**config.mk**
```make
export PLATFORM = sky130hd
export DESIGN_NAME = bmp_mask_stream_decoder
export DESIGN_NICKNAME = d
export VERILOG_FILES = /design/src/bmsd_pkg.sv /design/src/bmp_mask_stream_decoder.sv
export SDC_FILE = /design/constraint.sdc
export NUM_CORES = 1
export LEC_CHECK = 0
export ABC_AREA = 1
export BUFFER_PORTS_ARGS = -buffer_cell sky130_fd_sc_hd__buf_4
export CAP_MARGIN = 5
export CORE_MARGIN = 10
export CORE_UTILIZATION = 55
export CTS_BUF_LIST = sky130_fd_sc_hd__clkbuf_16
export DETAILED_ROUTE_END_ITERATION = 7
export PLACE_DENSITY = 0.75
export SYNTH_ARGS = -nofsm -noshare
export SYNTH_HDL_FRONTEND = slang
export SYNTH_SLANG_ARGS = --single-unit
export TNS_END_PERCENT = 100
```
**constraint.sdc**
```tcl
create_clock -name clk -period 4 [get_ports clk]
set_input_delay 0.2 -clock clk [delete_from_list [all_inputs] [get_ports clk]]
set_output_delay 0.2 -clock clk [all_outputs]
set_load 0.02 [all_outputs]
```
**src/bmsd_pkg.sv**
```systemverilog
`timescale 1ns / 1ps
`default_nettype none
// ----------------------------------------------------------------------------
// bmsd_pkg: shared types and constants of the BMP mask stream decoder
// Result kinds, error codes, header byte positions and the gray weights.
// ----------------------------------------------------------------------------
package bmsd_pkg;

    // Kind of a result word.
    typedef logic [1:0] kind_t;
    localparam kind_t KIND_PIXEL = 2'd0;
    localparam kind_t KIND_ERROR = 2'd1;
    localparam kind_t KIND_DONE  = 2'd2;

    // Error codes carried on an error result.
    typedef logic [2:0] err_t;
    localparam err_t ERR_NONE      = 3'd0;
    localparam err_t ERR_SIGNATURE = 3'd1;
    localparam err_t ERR_DIB       = 3'd2;
    localparam err_t ERR_LAYOUT    = 3'd3;
    localparam err_t ERR_DEPTH     = 3'd4;
    localparam err_t ERR_TRUNCATED = 3'd5;

    // File byte positions; the header field ends are the last byte of each field.
    typedef logic [31:0] fpos_t;
    localparam fpos_t POS_SIG_0       = 32'd0;
    localparam fpos_t POS_SIG_1       = 32'd1;
    localparam fpos_t POS_OFFSET_END  = 32'd13;
    localparam fpos_t POS_DIB_END     = 32'd17;
    localparam fpos_t POS_WIDTH_END   = 32'd21;
    localparam fpos_t POS_HEIGHT_END  = 32'd25;
    localparam fpos_t POS_DEPTH_END   = 32'd29;
    localparam fpos_t POS_COMPR_END   = 32'd33;
    localparam fpos_t POS_HEADER_LAST = 32'd53;
    localparam fpos_t HEADER_LEN      = 32'd54;
    localparam fpos_t DIB_MIN_LEN     = 32'd40;

    localparam logic [7:0] SIG_BYTE_0 = 8'h42;
    localparam logic [7:0] SIG_BYTE_1 = 8'h4D;

    // Supported pixel depths.
    typedef logic [5:0] depth_t;
    localparam depth_t DEPTH_8  = 6'd8;
    localparam depth_t DEPTH_24 = 6'd24;
    localparam depth_t DEPTH_32 = 6'd32;

    // Gray level in thousandths: 114 b + 587 g + 299 r, compared with 1000.
    typedef logic [17:0] gray_t;
    localparam gray_t WEIGHT_B       = 18'd114;
    localparam gray_t WEIGHT_G       = 18'd587;
    localparam gray_t WEIGHT_R       = 18'd299;
    localparam gray_t GRAY_THRESHOLD = 18'd1000;

endpackage
`default_nettype wire

```
**src/bmp_mask_stream_decoder.sv**
```systemverilog
`timescale 1ns / 1ps
`default_nettype none
// ----------------------------------------------------------------------------
// bmp_mask_stream_decoder: BMP file to binary mask, one byte per word
// Parses the 54-byte header, checks it, skips to the pixel data and gives one
// mask result per pixel with its image coordinate, in the row order of the file.
// ----------------------------------------------------------------------------
//
//  Channel | Handshake          | Payload
//  --------+--------------------+------------------------------------------------
//  input   | in_valid/in_ready  | data_byte, end_of_file
//  output  | out_valid/out_ready| result_kind, pos_x, pos_y, inside_res,
//          |                    | error_code, img_width, img_height, last
//
//  One input word is taken per cycle while in_ready is high; a result appears in
//  the output register in the cycle after the word that causes it.
//  The output register is the only buffer: input is accepted while the register
//  is empty or being emptied in the same cycle.
//  rst_n clears all decoder state; the block then expects the first header byte.
//  Each word with end_of_file also returns the decoder to that state.
//
module bmp_mask_stream_decoder #(
    parameter int MAX_WIDTH  = 4096,
    parameter int MAX_HEIGHT = 4096
) (
    input  wire logic                  clk,
    input  wire logic                  rst_n,
    input  wire logic                  in_valid,
    output logic                       in_ready,
    input  wire logic [7:0]            data_byte,
    input  wire logic                  end_of_file,
    output logic                       out_valid,
    input  wire logic                  out_ready,
    output bmsd_pkg::kind_t            result_kind,
    output logic [11:0]                pos_x,
    output logic [11:0]                pos_y,
    output logic                       inside_res,
    output bmsd_pkg::err_t             error_code,
    output logic [12:0]                img_width,
    output logic [12:0]                img_height,
    output logic                       last
);

    localparam int WW = $clog2(MAX_WIDTH + 1);
    localparam int HW = $clog2(MAX_HEIGHT + 1);

    // Decoder phases.
    localparam logic [2:0] PH_HEADER = 3'd0;
    localparam logic [2:0] PH_SKIP   = 3'd1;
    localparam logic [2:0] PH_PIXEL  = 3'd2;
    localparam logic [2:0] PH_PAD    = 3'd3;
    localparam logic [2:0] PH_DONE   = 3'd4;
    localparam logic [2:0] PH_FAILED = 3'd5;

    logic [2:0]        phase_reg, phase_next;
    logic [31:0]       byte_pos_reg, byte_pos_next;
    logic [31:0]       shift_reg, shift_next;
    logic [31:0]       data_start_reg, data_start_next;
    logic [31:0]       dib_len_reg, dib_len_next;
    logic [WW-1:0]     width_reg, width_next;
    logic [HW-1:0]     height_reg, height_next;
    logic              top_first_reg, top_first_next;
    bmsd_pkg::depth_t  depth_reg, depth_next;
    logic [WW-1:0]     col_reg, col_next;
    logic [HW-1:0]     row_reg, row_next;
    logic [1:0]        bip_reg, bip_next;
    logic [1:0]        pad_reg, pad_next;
    bmsd_pkg::gray_t   sum_reg, sum_next;
    logic              sig_bad_reg, sig_bad_next;
    logic              layout_bad_reg, layout_bad_next;

    logic              out_valid_reg;
    bmsd_pkg::kind_t   kind_reg;
    logic [11:0]       x_reg, y_reg;
    logic              inside_reg;
    bmsd_pkg::err_t    err_reg;
    logic [12:0]       w_out_reg, h_out_reg;
    logic              last_reg;

    // Result produced by the current word.
    logic              res_fire;
    bmsd_pkg::kind_t   res_kind;
    logic [11:0]       res_x, res_y;
    logic              res_inside;
    bmsd_pkg::err_t    res_err;
    logic [12:0]       res_w, res_h;
    logic              res_last;

    logic              accept;
    logic [31:0]       shift_v;
    logic [31:0]       height_mag;
    logic [15:0]       depth_field;
    bmsd_pkg::err_t    verdict;
    logic [1:0]        final_idx;
    logic [1:0]        row_pad;
    logic [HW-1:0]     y_pix;
    bmsd_pkg::gray_t   byte_wide;

    assign accept   = in_valid && in_ready;
    assign in_ready = !out_valid_reg || out_ready;

    // Header shift register view including the current byte.
    assign shift_v     = {data_byte, shift_reg[31:8]};
    assign height_mag  = shift_v[31] ? (32'd0 - shift_v) : shift_v;
    assign depth_field = shift_v[31:16];

    // Pixel byte widened to the gray sum width.
    assign byte_wide = bmsd_pkg::gray_t'(data_byte);

    // Header checks in priority order: signature, DIB length, layout, depth.
    always_comb
    begin
        if (sig_bad_reg)
            verdict = bmsd_pkg::ERR_SIGNATURE;
        else if (dib_len_reg < bmsd_pkg::DIB_MIN_LEN)
            verdict = bmsd_pkg::ERR_DIB;
        else if (layout_bad_reg || data_start_reg < bmsd_pkg::HEADER_LEN)
            verdict = bmsd_pkg::ERR_LAYOUT;
        else if (depth_reg == '0)
            verdict = bmsd_pkg::ERR_DEPTH;
        else
            verdict = bmsd_pkg::ERR_NONE;
    end

    // Index of the last byte of a multi-byte pixel, and row padding bytes.
    assign final_idx = (depth_reg == bmsd_pkg::DEPTH_32) ? 2'd3 : 2'd2;

    always_comb
    begin
        if (depth_reg == bmsd_pkg::DEPTH_8)
            row_pad = 2'd0 - width_reg[1:0];
        else if (depth_reg == bmsd_pkg::DEPTH_24)
            row_pad = width_reg[1:0];
        else
            row_pad = 2'd0;
    end

    // Row in the mask: bottom-up files are flipped.
    assign y_pix = top_first_reg ? row_reg : (height_reg - HW'(1) - row_reg);

    // Next state and result for one accepted word.
    always_comb
    begin
        phase_next      = phase_reg;
        byte_pos_next   = byte_pos_reg;
        shift_next      = shift_reg;
        data_start_next = data_start_reg;
        dib_len_next    = dib_len_reg;
        width_next      = width_reg;
        height_next     = height_reg;
        top_first_next  = top_first_reg;
        depth_next      = depth_reg;
        col_next        = col_reg;
        row_next        = row_reg;
        bip_next        = bip_reg;
        pad_next        = pad_reg;
        sum_next        = sum_reg;
        sig_bad_next    = sig_bad_reg;
        layout_bad_next = layout_bad_reg;

        res_fire   = 1'b0;
        res_kind   = bmsd_pkg::KIND_PIXEL;
        res_x      = '0;
        res_y      = '0;
        res_inside = 1'b0;
        res_err    = bmsd_pkg::ERR_NONE;
        res_w      = '0;
        res_h      = '0;
        res_last   = 1'b0;

        if (accept)
        begin
            unique case (phase_reg)
                PH_HEADER:
                begin
                    shift_next    = shift_v;
                    byte_pos_next = byte_pos_reg + 32'd1;
                    if (byte_pos_reg == bmsd_pkg::POS_SIG_0 && data_byte != bmsd_pkg::SIG_BYTE_0)
                        sig_bad_next = 1'b1;
                    if (byte_pos_reg == bmsd_pkg::POS_SIG_1 && data_byte != bmsd_pkg::SIG_BYTE_1)
                        sig_bad_next = 1'b1;
                    if (byte_pos_reg == bmsd_pkg::POS_OFFSET_END)
                        data_start_next = shift_v;
                    if (byte_pos_reg == bmsd_pkg::POS_DIB_END)
                        dib_len_next = shift_v;
                    if (byte_pos_reg == bmsd_pkg::POS_WIDTH_END)
                    begin
                        if (shift_v == '0 || shift_v[31] || shift_v > 32'(MAX_WIDTH))
                        begin
                            layout_bad_next = 1'b1;
                            width_next      = '0;
                        end
                        else
                            width_next = shift_v[WW-1:0];
                    end
                    if (byte_pos_reg == bmsd_pkg::POS_HEIGHT_END)
                    begin
                        top_first_next = shift_v[31];
                        if (height_mag == '0 || height_mag > 32'(MAX_HEIGHT))
                        begin
                            layout_bad_next = 1'b1;
                            height_next     = '0;
                        end
                        else
                            height_next = height_mag[HW-1:0];
                    end
                    if (byte_pos_reg == bmsd_pkg::POS_DEPTH_END)
                    begin
                        if (depth_field == 16'(bmsd_pkg::DEPTH_8)
                            || depth_field == 16'(bmsd_pkg::DEPTH_24)
                            || depth_field == 16'(bmsd_pkg::DEPTH_32))
                            depth_next = depth_field[5:0];
                        else
                            depth_next = '0;
                    end
                    if (byte_pos_reg == bmsd_pkg::POS_COMPR_END && shift_v != '0)
                        layout_bad_next = 1'b1;

                    if (byte_pos_reg == bmsd_pkg::POS_HEADER_LAST)
                    begin
                        if (verdict != bmsd_pkg::ERR_NONE)
                        begin
                            res_fire   = 1'b1;
                            res_kind   = bmsd_pkg::KIND_ERROR;
                            res_err    = verdict;
                            res_last   = 1'b1;
                            phase_next = PH_FAILED;
                        end
                        else if (end_of_file)
                        begin
                            res_fire = 1'b1;
                            res_kind = bmsd_pkg::KIND_ERROR;
                            res_err  = bmsd_pkg::ERR_TRUNCATED;
                            res_last = 1'b1;
                        end
                        else if (byte_pos_next == data_start_reg)
                            phase_next = PH_PIXEL;
                        else
                            phase_next = PH_SKIP;
                    end
                    else if (end_of_file)
                    begin
                        res_fire = 1'b1;
                        res_kind = bmsd_pkg::KIND_ERROR;
                        res_err  = bmsd_pkg::ERR_SIGNATURE;
                        res_last = 1'b1;
                    end
                end

                PH_SKIP:
                begin
                    byte_pos_next = byte_pos_reg + 32'd1;
                    if (end_of_file)
                    begin
                        res_fire = 1'b1;
                        res_kind = bmsd_pkg::KIND_ERROR;
                        res_err  = bmsd_pkg::ERR_TRUNCATED;
                        res_last = 1'b1;
                    end
                    else if (byte_pos_next == data_start_reg)
                        phase_next = PH_PIXEL;
                end

                PH_PIXEL:
                begin
                    // Running weighted sum over the blue, green and red bytes.
                    case (bip_reg)
                        2'd0:    sum_next = byte_wide * bmsd_pkg::WEIGHT_B;
                        2'd1:    sum_next = sum_reg + byte_wide * bmsd_pkg::WEIGHT_G;
                        2'd2:    sum_next = sum_reg + byte_wide * bmsd_pkg::WEIGHT_R;
                        default: sum_next = sum_reg;
                    endcase
                    if (depth_reg == bmsd_pkg::DEPTH_8)
                        sum_next = sum_reg;

                    if (depth_reg != bmsd_pkg::DEPTH_8 && bip_reg < final_idx)
                    begin
                        bip_next = bip_reg + 2'd1;
                        if (end_of_file)
                        begin
                            res_fire = 1'b1;
                            res_kind = bmsd_pkg::KIND_ERROR;
                            res_err  = bmsd_pkg::ERR_TRUNCATED;
                            res_last = 1'b1;
                        end
                    end
                    else
                    begin
                        bip_next   = 2'd0;
                        res_fire   = 1'b1;
                        res_kind   = bmsd_pkg::KIND_PIXEL;
                        res_x      = 12'(col_reg);
                        res_y      = 12'(y_pix);
                        res_inside = (depth_reg == bmsd_pkg::DEPTH_8) ? (data_byte != 8'd0)
                                                                      : (sum_next >= bmsd_pkg::GRAY_THRESHOLD);
                        res_w      = 13'(width_reg);
                        res_h      = 13'(height_reg);
                        res_last   = end_of_file;
                        col_next   = col_reg + WW'(1);
                        if (col_next >= width_reg)
                        begin
                            col_next = '0;
                            row_next = row_reg + HW'(1);
                            if (row_next >= height_reg)
                                phase_next = PH_DONE;
                            else if (row_pad != 2'd0)
                            begin
                                pad_next   = row_pad;
                                phase_next = PH_PAD;
                            end
                        end
                        // End of file before the final pixel turns this into an error.
                        if (end_of_file && phase_next != PH_DONE)
                        begin
                            res_kind   = bmsd_pkg::KIND_ERROR;
                            res_x      = '0;
                            res_y      = '0;
                            res_inside = 1'b0;
                            res_err    = bmsd_pkg::ERR_TRUNCATED;
                            res_w      = '0;
                            res_h      = '0;
                            res_last   = 1'b1;
                        end
                    end
                end

                PH_PAD:
                begin
                    pad_next = pad_reg - 2'd1;
                    if (pad_next == 2'd0)
                        phase_next = PH_PIXEL;
                    if (end_of_file)
                    begin
                        res_fire = 1'b1;
                        res_kind = bmsd_pkg::KIND_ERROR;
                        res_err  = bmsd_pkg::ERR_TRUNCATED;
                        res_last = 1'b1;
                    end
                end

                PH_DONE:
                begin
                    if (end_of_file)
                    begin
                        res_fire = 1'b1;
                        res_kind = bmsd_pkg::KIND_DONE;
                        res_w    = 13'(width_reg);
                        res_h    = 13'(height_reg);
                        res_last = 1'b1;
                    end
                end

                default:
                begin
                    phase_next = phase_reg;
                end
            endcase

            // Every end of file starts the next file from a clean state.
            if (end_of_file)
            begin
                phase_next      = PH_HEADER;
                byte_pos_next   = '0;
                shift_next      = '0;
                data_start_next = '0;
                dib_len_next    = '0;
                width_next      = '0;
                height_next     = '0;
                top_first_next  = 1'b0;
                depth_next      = '0;
                col_next        = '0;
                row_next        = '0;
                bip_next        = '0;
                pad_next        = '0;
                sum_next        = '0;
                sig_bad_next    = 1'b0;
                layout_bad_next = 1'b0;
            end
        end
    end

    // Decoder state registers.
    always_ff @(posedge clk or negedge rst_n)
    begin
        if (!rst_n)
        begin
            phase_reg      <= PH_HEADER;
            byte_pos_reg   <= '0;
            shift_reg      <= '0;
            data_start_reg <= '0;
            dib_len_reg    <= '0;
            width_reg      <= '0;
            height_reg     <= '0;
            top_first_reg  <= 1'b0;
            depth_reg      <= '0;
            col_reg        <= '0;
            row_reg        <= '0;
            bip_reg        <= '0;
            pad_reg        <= '0;
            sum_reg        <= '0;
            sig_bad_reg    <= 1'b0;
            layout_bad_reg <= 1'b0;
        end
        else
        begin
            phase_reg      <= phase_next;
            byte_pos_reg   <= byte_pos_next;
            shift_reg      <= shift_next;
            data_start_reg <= data_start_next;
            dib_len_reg    <= dib_len_next;
            width_reg      <= width_next;
            height_reg     <= height_next;
            top_first_reg  <= top_first_next;
            depth_reg      <= depth_next;
            col_reg        <= col_next;
            row_reg        <= row_next;
            bip_reg        <= bip_next;
            pad_reg        <= pad_next;
            sum_reg        <= sum_next;
            sig_bad_reg    <= sig_bad_next;
            layout_bad_reg <= layout_bad_next;
        end
    end

    // Output register valid flag.
    always_ff @(posedge clk or negedge rst_n)
    begin
        if (!rst_n)
            out_valid_reg <= 1'b0;
        else if (accept && res_fire)
            out_valid_reg <= 1'b1;
        else if (out_ready)
            out_valid_reg <= 1'b0;
    end

    // Output register payload.
    always_ff @(posedge clk)
    begin
        if (accept && res_fire)
        begin
            kind_reg   <= res_kind;
            x_reg      <= res_x;
            y_reg      <= res_y;
            inside_reg <= res_inside;
            err_reg    <= res_err;
            w_out_reg  <= res_w;
            h_out_reg  <= res_h;
            last_reg   <= res_last;
        end
    end

    assign out_valid   = out_valid_reg;
    assign result_kind = kind_reg;
    assign pos_x       = x_reg;
    assign pos_y       = y_reg;
    assign inside_res  = inside_reg;
    assign error_code  = err_reg;
    assign img_width   = w_out_reg;
    assign img_height  = h_out_reg;
    assign last        = last_reg;

    // An error or completion result always closes the file.
    a_final_kinds_last: assert property (@(posedge clk) disable iff (!rst_n)
        out_valid_reg && (kind_reg == bmsd_pkg::KIND_ERROR || kind_reg == bmsd_pkg::KIND_DONE)
        |-> last_reg)
        else $error("error or completion result without last");

    // A word with end of file leaves the decoder waiting for a new header.
    a_eof_clears: assert property (@(posedge clk) disable iff (!rst_n)
        accept && end_of_file |=> phase_reg == PH_HEADER && byte_pos_reg == '0)
        else $error("decoder state not cleared after end of file");

    // The column and row counters stay inside the image while pixels are decoded.
    a_col_in_range: assert property (@(posedge clk) disable iff (!rst_n)
        phase_reg == PH_PIXEL |-> col_reg < width_reg && row_reg < height_reg)
        else $error("pixel counter outside the image");

    // Padding is only entered with bytes still to drop.
    a_pad_nonzero: assert property (@(posedge clk) disable iff (!rst_n)
        phase_reg == PH_PAD |-> pad_reg != 2'd0)
        else $error("padding phase with no bytes left");

endmodule
`default_nettype wire

```
Word-level counts from Yosys, hierarchy flattened. Cells that the tools add are included.

Bits in registers: 272. Logic and storage cells: 254. Output and inout port bits: 59. Input port bits: 13.

Bitwise gates (word level): 2. Reductions and logical operators: 56. Multiplexer cells: 116. Order comparisons: 8. Add/subtract/negate cells: 11. Multiply operators: 3. Equal/unequal tests: 33.

Operator list (number): $mux 32 (11); $mux 13 (22); $eq 32x5->1 const B (4); $logic_not 32->1 (3); $mux 18 (5); $eq 32x6->1 const B (2); $gt 32x13->1 const B (2); $lt 32x6->1 const B (2); $mux 3 (21); $pmux 18 s3 (1); $pmux 13 s2 (2); $add 32x1->32 const B (1); $eq 32x1->1 const B (1); $eq 32x32->1 (1); $eq 32x4->1 const B (1); $reduce_bool 32->1 (1); $sub 1x32->32 const A (1); $mux 1 (29); $mux 2 (14); $add 13x1->13 const B (2); $ge 13x13->1 (2); $mux 6 (4); $ne 3x3->1 const B (8); $reduce_bool 2->1 (11); other kinds (49) (78).

Depth between registers and ports, before layout. Gate-level depths: netlist of run 1.

Depth after elaboration: 15. Depth in mapped cells: 25. Gate-level depth less buffers: 25.

Worst setup path after synthesis of run 1. OpenSTA, ideal clock, no wires.

Path type: input port to flip-flop. Start point: input port data_byte[7]. End point: register inside_reg (netlist: inside_res), data pin. Buffers on the path: 1. Setup slack: -89 ps. Stages on the path: 20. Required time: 3740 ps. Arrival: 3829 ps. Cells stage by stage: inv_2 > buf_2 > ha_1 > fa_1 > fa_1 > inv_1 > fa_1 > inv_1 > ha_1 > a21oi_1 > a21boi_0 > nor2_1 > nand3_1 > nand3_1 > nand3_1 > nand3_1 > o21ai_0 > nand3_1 > nor2_1 > a21oi_1.

Longest elaborated chain between the ends: 8. Elaborated cells on any way between the ends: 12.

Ends and longest elaborated chain: start: declaration (line bmp_mask_stream_decoder.sv:30) `input wire logic [7:0] data_byte,`; $mul 8x10->18 / $mul 8x9->17 (equally long branches) (line bmp_mask_stream_decoder.sv:269, bmp_mask_stream_decoder.sv:270); $add 18x18->18 / $add 18x17->18 (equally long branches) (line bmp_mask_stream_decoder.sv:269, bmp_mask_stream_decoder.sv:270); $pmux 18 s3 (line bmp_mask_stream_decoder.sv:267) `case (bip_reg)`; $mux 18 (line bmp_mask_stream_decoder.sv:273) `if (depth_reg == bmsd_pkg::DEPTH_8)`; $mux 18 (line bmp_mask_stream_decoder.sv:173) `unique case (phase_reg)`; $mux 18 (line bmp_mask_stream_decoder.sv:171) `if (accept)`; $ge 18x10->1 (line bmp_mask_stream_decoder.sv:295) `: (sum_next >= bmsd_pkg::GRAY_THRESHOLD);`; $mux 1 (*) (line bmp_mask_stream_decoder.sv:294) `res_inside = (depth_reg == bmsd_pkg::DEPTH_8) ? (data_byte != 8'd0)`; end signal: assignment (line bmp_mask_stream_decoder.sv:444) `inside_reg <= res_inside;`; end: declaration (line bmp_mask_stream_decoder.sv:75) `logic inside_reg;`.

Mark *: on every way between the ends. The rest lies on a longest branch, timed or not. The select of a mux whose other input is x is not followed. A chain may end at the register's enable or synchronous reset.

Final worst setup path of run 1.
Start point: register sum_reg[6]. End point: register inside_reg (netlist: inside_res), data pin.

Longest elaborated chain between the ends: 7. Elaborated cells on any way between the ends: 8.

Ends and longest elaborated chain: start: declaration (line bmp_mask_stream_decoder.sv:68) `bmsd_pkg::gray_t sum_reg, sum_next;`; start signal: assignment (line bmp_mask_stream_decoder.sv:419) `sum_reg <= sum_next;`; $add 18x17->18 / $add 18x18->18 (equally long branches) (line bmp_mask_stream_decoder.sv:270, bmp_mask_stream_decoder.sv:269); $pmux 18 s3 (line bmp_mask_stream_decoder.sv:267); $mux 18 (*) (line bmp_mask_stream_decoder.sv:273); $mux 18 (*) (line bmp_mask_stream_decoder.sv:173); $mux 18 (*) (line bmp_mask_stream_decoder.sv:171); $ge 18x10->1 (*) (line bmp_mask_stream_decoder.sv:295); $mux 1 (*) (line bmp_mask_stream_decoder.sv:294).

Marked as above.

==> results of run 1 <==
[routing by layer]
| metal | up-vias | share of wire, % | global-route usage, % | wire, um |
|---|---|---|---|---|
| li1 | 8905 | - | - | - |
| met1 | 9131 | 40 | 33.9 | 24700 |
| met2 | 900 | 48 | 46.8 | 29800 |
| met3 | 196 | 7.7 | 3.41 | 4760 |
| met4 | 0 | 4.7 | 11.4 | 2910 |
| met5 | - | 0 | 0 | 0 |
[logic make-up after synthesis]
logic type      count (synthesis)
buf+inv                       486
flops                         261
fa+ha+maj                     224
simple gates                 1207
xor+xnor                       41
compound gates                395
[area by class of cell]
class                      instances  area [um2]  area share, %
multi-input combinational       1868       11600           50.5
sequential                       261        6820           29.8
inverter                         431        1620           7.07
timing repair buffer             171        1370           6.00
clock buffer                      31         776           3.39
tap                              461         577           2.52
clock inverter                    23         178          0.776
[power groups by stage]
stage                     clock network, mW  registers [mW]  logic (mW)
final                                  2.71            3.32        6.96
after global routing                   2.83            3.36        7.66
after CTS                              2.72            3.31        6.60
after detailed placement                  0            3.36        6.38
after global placement                    0            3.35        6.22
after floorplan                           0            3.45        4.13
[worst max-delay path, delay by kind of cell, from the launching register on]
family	cells	cell delay, ps
fa+ha+maj	5	1950
buf+inv	5	320
compound gates	3	330
simple gates	9	780
flops	1	410
[synth_stat cells, drive strengths merged (4+ instances only)]
master,number
a211oi,10
o22ai,98
xor2,38
nor4,10
nor2,263
o32ai,12
o41ai,4
fa,57
o21bai,4
edfxtp,57
inv,428
or2,6
nand2,618
clkbuf,27
o211ai,8
o21ai,153
nand3b,11
ha,167
nand4,48
nand3,217
nor3,33
dfrtp,204
a31oi,4
a21oi,84
o31ai,4
buf,28
[final timing paths]
| kind | cells past startpoint | from | end |
|---|---|---|---|
| min in group asynchronous | 2 | rst_n | sum_reg[3]$_DFFE_PN0P_ |
| min reg2reg | 2 | dib_len_reg[26]$_DFFE_PN0P_ | dib_len_reg[26]$_DFFE_PN0P_ |
| max reg2reg | 22 | sum_reg[6]$_DFFE_PN0P_ | inside_res$_SDFFCE_PP0P_ |
| min | 2 | end_of_file | data_start_reg[1]$_DFFE_PN0P_ |
| max in group asynchronous | 3 | rst_n | shift_reg[10]$_DFFE_PN0P_ |
| max | 22 | sum_reg[6]$_DFFE_PN0P_ | inside_res$_SDFFCE_PP0P_ |
[layout by cell type (no fill, tap or decap), drive strengths merged, types with 3 or more instances in the layout]
cell type	instances
xor2	38
o211ai	8
inv	436
o2111ai	3
o41ai	4
or2	6
clkinv	14
o21ai	153
o32ai	12
a21oi	84
edfxtp	57
nor3	33
buf	168
nand2	619
o31ai	4
ha	167
nand4	48
a211oi	10
nor4	10
o22ai	98
clkbuf	32
fa	57
a31oi	4
dfrtp	204
nand3b	11
nor2	263
xnor2	3
o21bai	4
nand3	217
[what timing repair did]
action                     4_1_cts  5_1_grt
pin swaps                       15       20
setup endpoints to repair        3       42
setup buffers                    6        4
resized for setup               27       46
gates cloned                     0        1
hold buffers                     2        0
hold endpoints to repair       105        0
[through the flow]
step / instances / setup WS [ps] / area (um2) / utilization [%]
floorplan: 2614 / 37.1 / 20000 / -
global placement: 3181 / -254 / 21600 / 60.5
detailed placement: 3181 / -362 / 21600 / 60.5
CTS: 3243 / -17.6 / 22700 / 63.6
global route: 3246 / -239 / 22900 / 64.2
finish: 3246 / -59.3 / 22900 / 64.2
==> results.ini, run 1 <==
[floorplan]
coreArea_um2 = 35700
die_h_um = 211
die_w_um = 211
io_pins = 72
die-area_um2 = 44300
initial_core_util_pct = 56.0
rows = 69

[logic_synthesis]
synthesis.area_um2 = 20000
synth-simple-area-share_pct = 26.7
synth_area_per_cell_um2 = 7.64
synth_area_leaders = dfrtp_1 (26%), nand2_1 (11%), ha_1 (10%)
ys_types = 56
synth_edf_count = 57
synthXorXnorAreaFrac_pct = 1.80
synth.yosys.seq_area_share_pct = 34.1
synth_top_family_by_area = simple AND/OR/NAND/NOR gates
yosys_warnings = 0
netlist.area_leader.share_pct = 25.6
synth_top_cell_by_area = dfrtp_1
syn_inst = 2614
ys.flop_type = dfrtp_1
async_reset_ff_share_pct = 78.2
synth_fp_nets = 2851
synth_compound_area_share_pct = 11.8
synth.ff_latch_count = 261
synthAdderAreaFrac_pct = 16.2
synth_mux_area_share_pct = 0

[flow_run]
max-cap-violations = 0

[critical_path]
critPathLaunchType = flop
critPathCaptureType = flop
critPathArrivalTime_ps = 4380
crit_path_top_delay_cell = fa_1
rrSetupSlack_ps = -60
critPathKind = reg -> reg
crit_path_max_fanout = 3
required_ps = 4320
crit_chain = ha_4 > inv_2 > fa_1 > inv_1 > fa_1 > inv_1 > fa_1 > inv_2 > ha_4 > a21oi_4 > nand2_4 > buf_4 > nand4_1 > nand3_2 > nor2_1 > nor2_1 > nand2_1 > nand3_1 > o21ai_2 > nand2_1 > nor2_1 > a21oi_1
max_stage_delay_ps = 490

[clock_tree]
ctsRootBufferMaster = clkbuf_16
path_clk_slew_ps = 60
cts_tree = built
numCtsBuffers = 30
clock_path_buffers = 3
cts.sinks = 261
clkLatencyLatePin_ps = 600
cts_max_level = 1

[timing]
tns_ps = -59.3
rsz0062_at_grt = yes
slew_headroom_pct = 30.3
worst_slew_pin_slew_ps = 1040
skew_ps = 27.9
hold_violations = 0
period_share_pct = 101
setup_violations = 1
timing.final.crit_period_ps = 4060
setup_ws_ps = -59.3
fmax_ghz = 0.246
worst_hold_slack_ps = 51.7
slew_viol_final = 0

[global_routing]
grt_pass1_vias = 18700
antenna_found_initial = 0
grt_max_degree = 107
grt_pass1_wl_um = 97900
grt_usage_pct = 27.2
grt_remaining_overflow = 0

[layout]
nFillCells = 3120
drive_gt1_share_pct = 13.0
fin_nets = 3000
area_growth_syn_to_layout_pct = 14.7
n_antenna_cell = 0

[place]
place_congestion = 0.992
port_buffers = 71
dp_hpwl_um = 47800

[route]
drc = 0
drt_iter0_markers = 2004
vias_per_cell = 5.89
finalWirelength_um = 62200
vias = 19100
antenna_left = 0
firstDrtPassIters = 6
wl_per_cell_um = 19.2

[power_and_ir_drop]
clkPwrFrac_pct = 20.8
pwr-share-seq_pct = 25.6
p_switching_mw = 5.82
power_leakage_nw = 11.4
power.internal_mw = 7.17
vdd_drop_max_mv = 0.477
combPwrFrac_pct = 53.6
sw_frac_of_total_pct = 44.8
p_per_area_nw_per_um2 = 567
power.total_mw = 13.0

[status]
violations = negative setup slack
status = finished, violations left

[worst_hold_path]
hold_path_class = in -> reg

Power figures use the tool's default switching activity.
==> inputs of run 2 (changes only) <==
==> constraint.sdc (replaced) <==
create_clock -name clk -period 3.5 [get_ports clk]
set_input_delay 0.175 -clock clk [delete_from_list [all_inputs] [get_ports clk]]
set_output_delay 0.175 -clock clk [all_outputs]
set_load 0.1 [all_outputs]
==> results.ini, run 2 (synthesis gave the netlist of run 1 again) <==
[floorplan]
die-area_um2 = 44300  ; unchanged
io_pins = 72  ; unchanged
die_w_um = 211  ; unchanged
rows = 69  ; unchanged
coreArea_um2 = 35700  ; unchanged
initial_core_util_pct = 56.0  ; unchanged
die_h_um = 211  ; unchanged

[timing]
timing.final.crit_period_ps = 4100  ; +36.7 ps
rsz0062_at_grt = yes
tns_ps = -10530  ; -10470 ps
fmax_ghz = 0.244  ; -0.90%
slew_headroom_pct = 35.4  ; +5.0 points
worst_slew_pin_slew_ps = 968  ; -76.4 ps
setup_violations = 60  ; +59
hold_violations = 0  ; unchanged
skew_ps = 19.1  ; -8.84 ps
slew_viol_final = 0  ; unchanged
period_share_pct = 117  ; +16 points
setup_ws_ps = -596  ; -537 ps

[critical_path]
crit_path_max_fanout = 4  ; +1
required_ps = 3840  ; -480 ps
critPathLaunchType = flop
critPathCaptureType = flop
r2r_cells = 24  ; +9.1%
regToRegStartpoint = sum_reg[6]$_DFFE_PN0P_
max_stage_delay_ps = 510  ; +20 ps
critPathKind = reg -> reg
path_common_cell = nand2_2
crit_path_top_delay_cell = fa_1
critPathArrivalTime_ps = 4430  ; +50 ps
crit_chain = ha_1 > inv_1 > fa_1 > inv_1 > fa_1 > inv_1 > fa_1 > inv_2 > ha_4 > nand3_2 > nand2_4 > nand2_2 > nand2_4 > nand2_2 > nand2_2 > nand2_2 > nand3_2 > nand2_1 > nand3_1 > nand3_1 > nand2_1 > nand2_1 > nor2_1 > a21oi_1
cp-startpoint = sum_reg[6]$_DFFE_PN0P_

[route]
antenna_left = 0  ; unchanged
finalWirelength_um = 65400  ; +5.0%
vias = 19500  ; +1.8%
drt_iter0_markers = 1674  ; -16%
drc = 0  ; unchanged
firstDrtPassIters = 6  ; unchanged
wl_per_cell_um = 19.7  ; +2.8%
vias_per_cell = 5.87  ; -0.37%

[layout]
drive_gt1_share_pct = 20.7  ; +7.7 points
design_area_um2 = 24400  ; +6.7%
stdcell_count = 3317  ; +2.2%
fin_nets = 3071  ; +2.4%
layout_common_cells = nand2_1 (544), inv_1 (399), buf_4 (222), dfrtp_1 (203), nand3_1 (192)
n_antenna_cell = 0  ; unchanged
layout.cells.most_common = nand2_1
finish.utilization_pct = 68.5  ; +4.3 points
area_growth_syn_to_layout_pct = 22.4

[global_routing]
antenna_found_initial = 0  ; unchanged
grt_max_degree = 75  ; -30%
grt_pass1_wl_um = 101000  ; +3.5%
grt_usage_pct = 28.2  ; +1.0 points
grt_use_met3_pct = 3.72  ; +0.31 points
grtUsageMet1_pct = 35.2  ; +1.3 points
grt_remaining_overflow = 0  ; unchanged
grtUsageMet2_pct = 48.1  ; +1.3 points
grt_pass1_vias = 19300  ; +3.2%
grt-busiest-layer = met2

[place]
dp.cells = 3226  ; +1.4%
placed_area_um2 = 22100  ; +2.2%
place_congestion = 0.991  ; about the same
port_buffers = 71  ; unchanged
pre_cts_ws_ps = -641  ; -279 ps
dp_hpwl_um = 48500  ; +1.5%

[worst_hold_path]
hold_path_class = in -> reg
worstHoldPathCells = 2  ; unchanged
min_from = end_of_file

[clock_tree]
clock_path_buffers = 3  ; unchanged
ctsRootBufferMaster = clkbuf_16
cts_max_level = 1  ; unchanged
numCtsBuffers = 29  ; -3.3%
path_clk_slew_ps = 70  ; about the same
clkLatencyLatePin_ps = 590  ; about the same
cts.sinks = 261  ; unchanged
cts_tree = built

[power_and_ir_drop]
p_per_area_nw_per_um2 = 689  ; +21%
power_leakage_nw = 12.1  ; +6.6%
vdd_drop_max_mv = 0.412  ; -14%

[status]
violations = negative setup slack
status = finished, violations left

[flow_run]
max-cap-violations = 0  ; unchanged

==> run 2: power breakdown <==
part / internal [mW] / total (mW) / leakage, nW / switching, mW
sequential: 3.50 / 3.82 / 3.37 / 0.316
clock: 1.86 / 3.26 / 0.500 / 1.40
combinational: 3.54 / 9.76 / 8.25 / 6.21
total: 8.90 / 16.8 / 12.1 / 7.93
==> run 2: timing repair <==
action	4_1_cts	5_1_grt
pin swaps	29	65
gates cloned	3	3
hold endpoints to repair	73	0
buffers inserted	16	16
resized for setup	66	192
endpoints found under the setup margin	65	158
hold buffers	2	0
==> run 2: metrics by stage <==
step / power (mW) / hold slack (ps)
finish: 16.8 / 26.7
global route: 17.9 / 29.7
CTS: 16.0 / 13.4
detailed placement: 12.5 / 254
global placement: 12.3 / 249
floorplan: 9.63 / -121
==> run 2: per-layer routing <==
layer	wire (um)	share of wire, %
met1	26300	40
met2	31400	48
met3	4690	7.2
met4	2990	4.6
met5	0	0
==> run 2: layout make-up <==
cell class	count	area [um2]
clock buffers	33	826
repair inverters	1	5.00
clock inverters	20	189
flip-flops and latches	261	6820
inverters	431	1630
fillers	2857	11200
well taps	461	577
repair buffers	243	2050
multi-input cells	1867	12300
==> run 2: critical path, delay by kind of cell (launching register included) <==
kind	cells	cell delay, ps
adders and majority gates	5	2050
and+or+nand+nor	14	1140
DFF	1	390
buffers and inverters	4	200
AOI/OAI and AO/OA	1	70
==> run 2: worst paths after layout <==
path / end / slack [ps]
min in group asynchronous: sum_reg[2]$_DFFE_PN0P_ / 190
max reg2reg: inside_res$_SDFFCE_PP0P_ / -600
max: inside_res$_SDFFCE_PP0P_ / -600
min reg2reg: dib_len_reg[3]$_DFFE_PN0P_ / 480
min: sig_bad_reg$_DFFE_PN0P_ / 30
max in group asynchronous: out_valid$_DFFE_PN0P_ / 2440
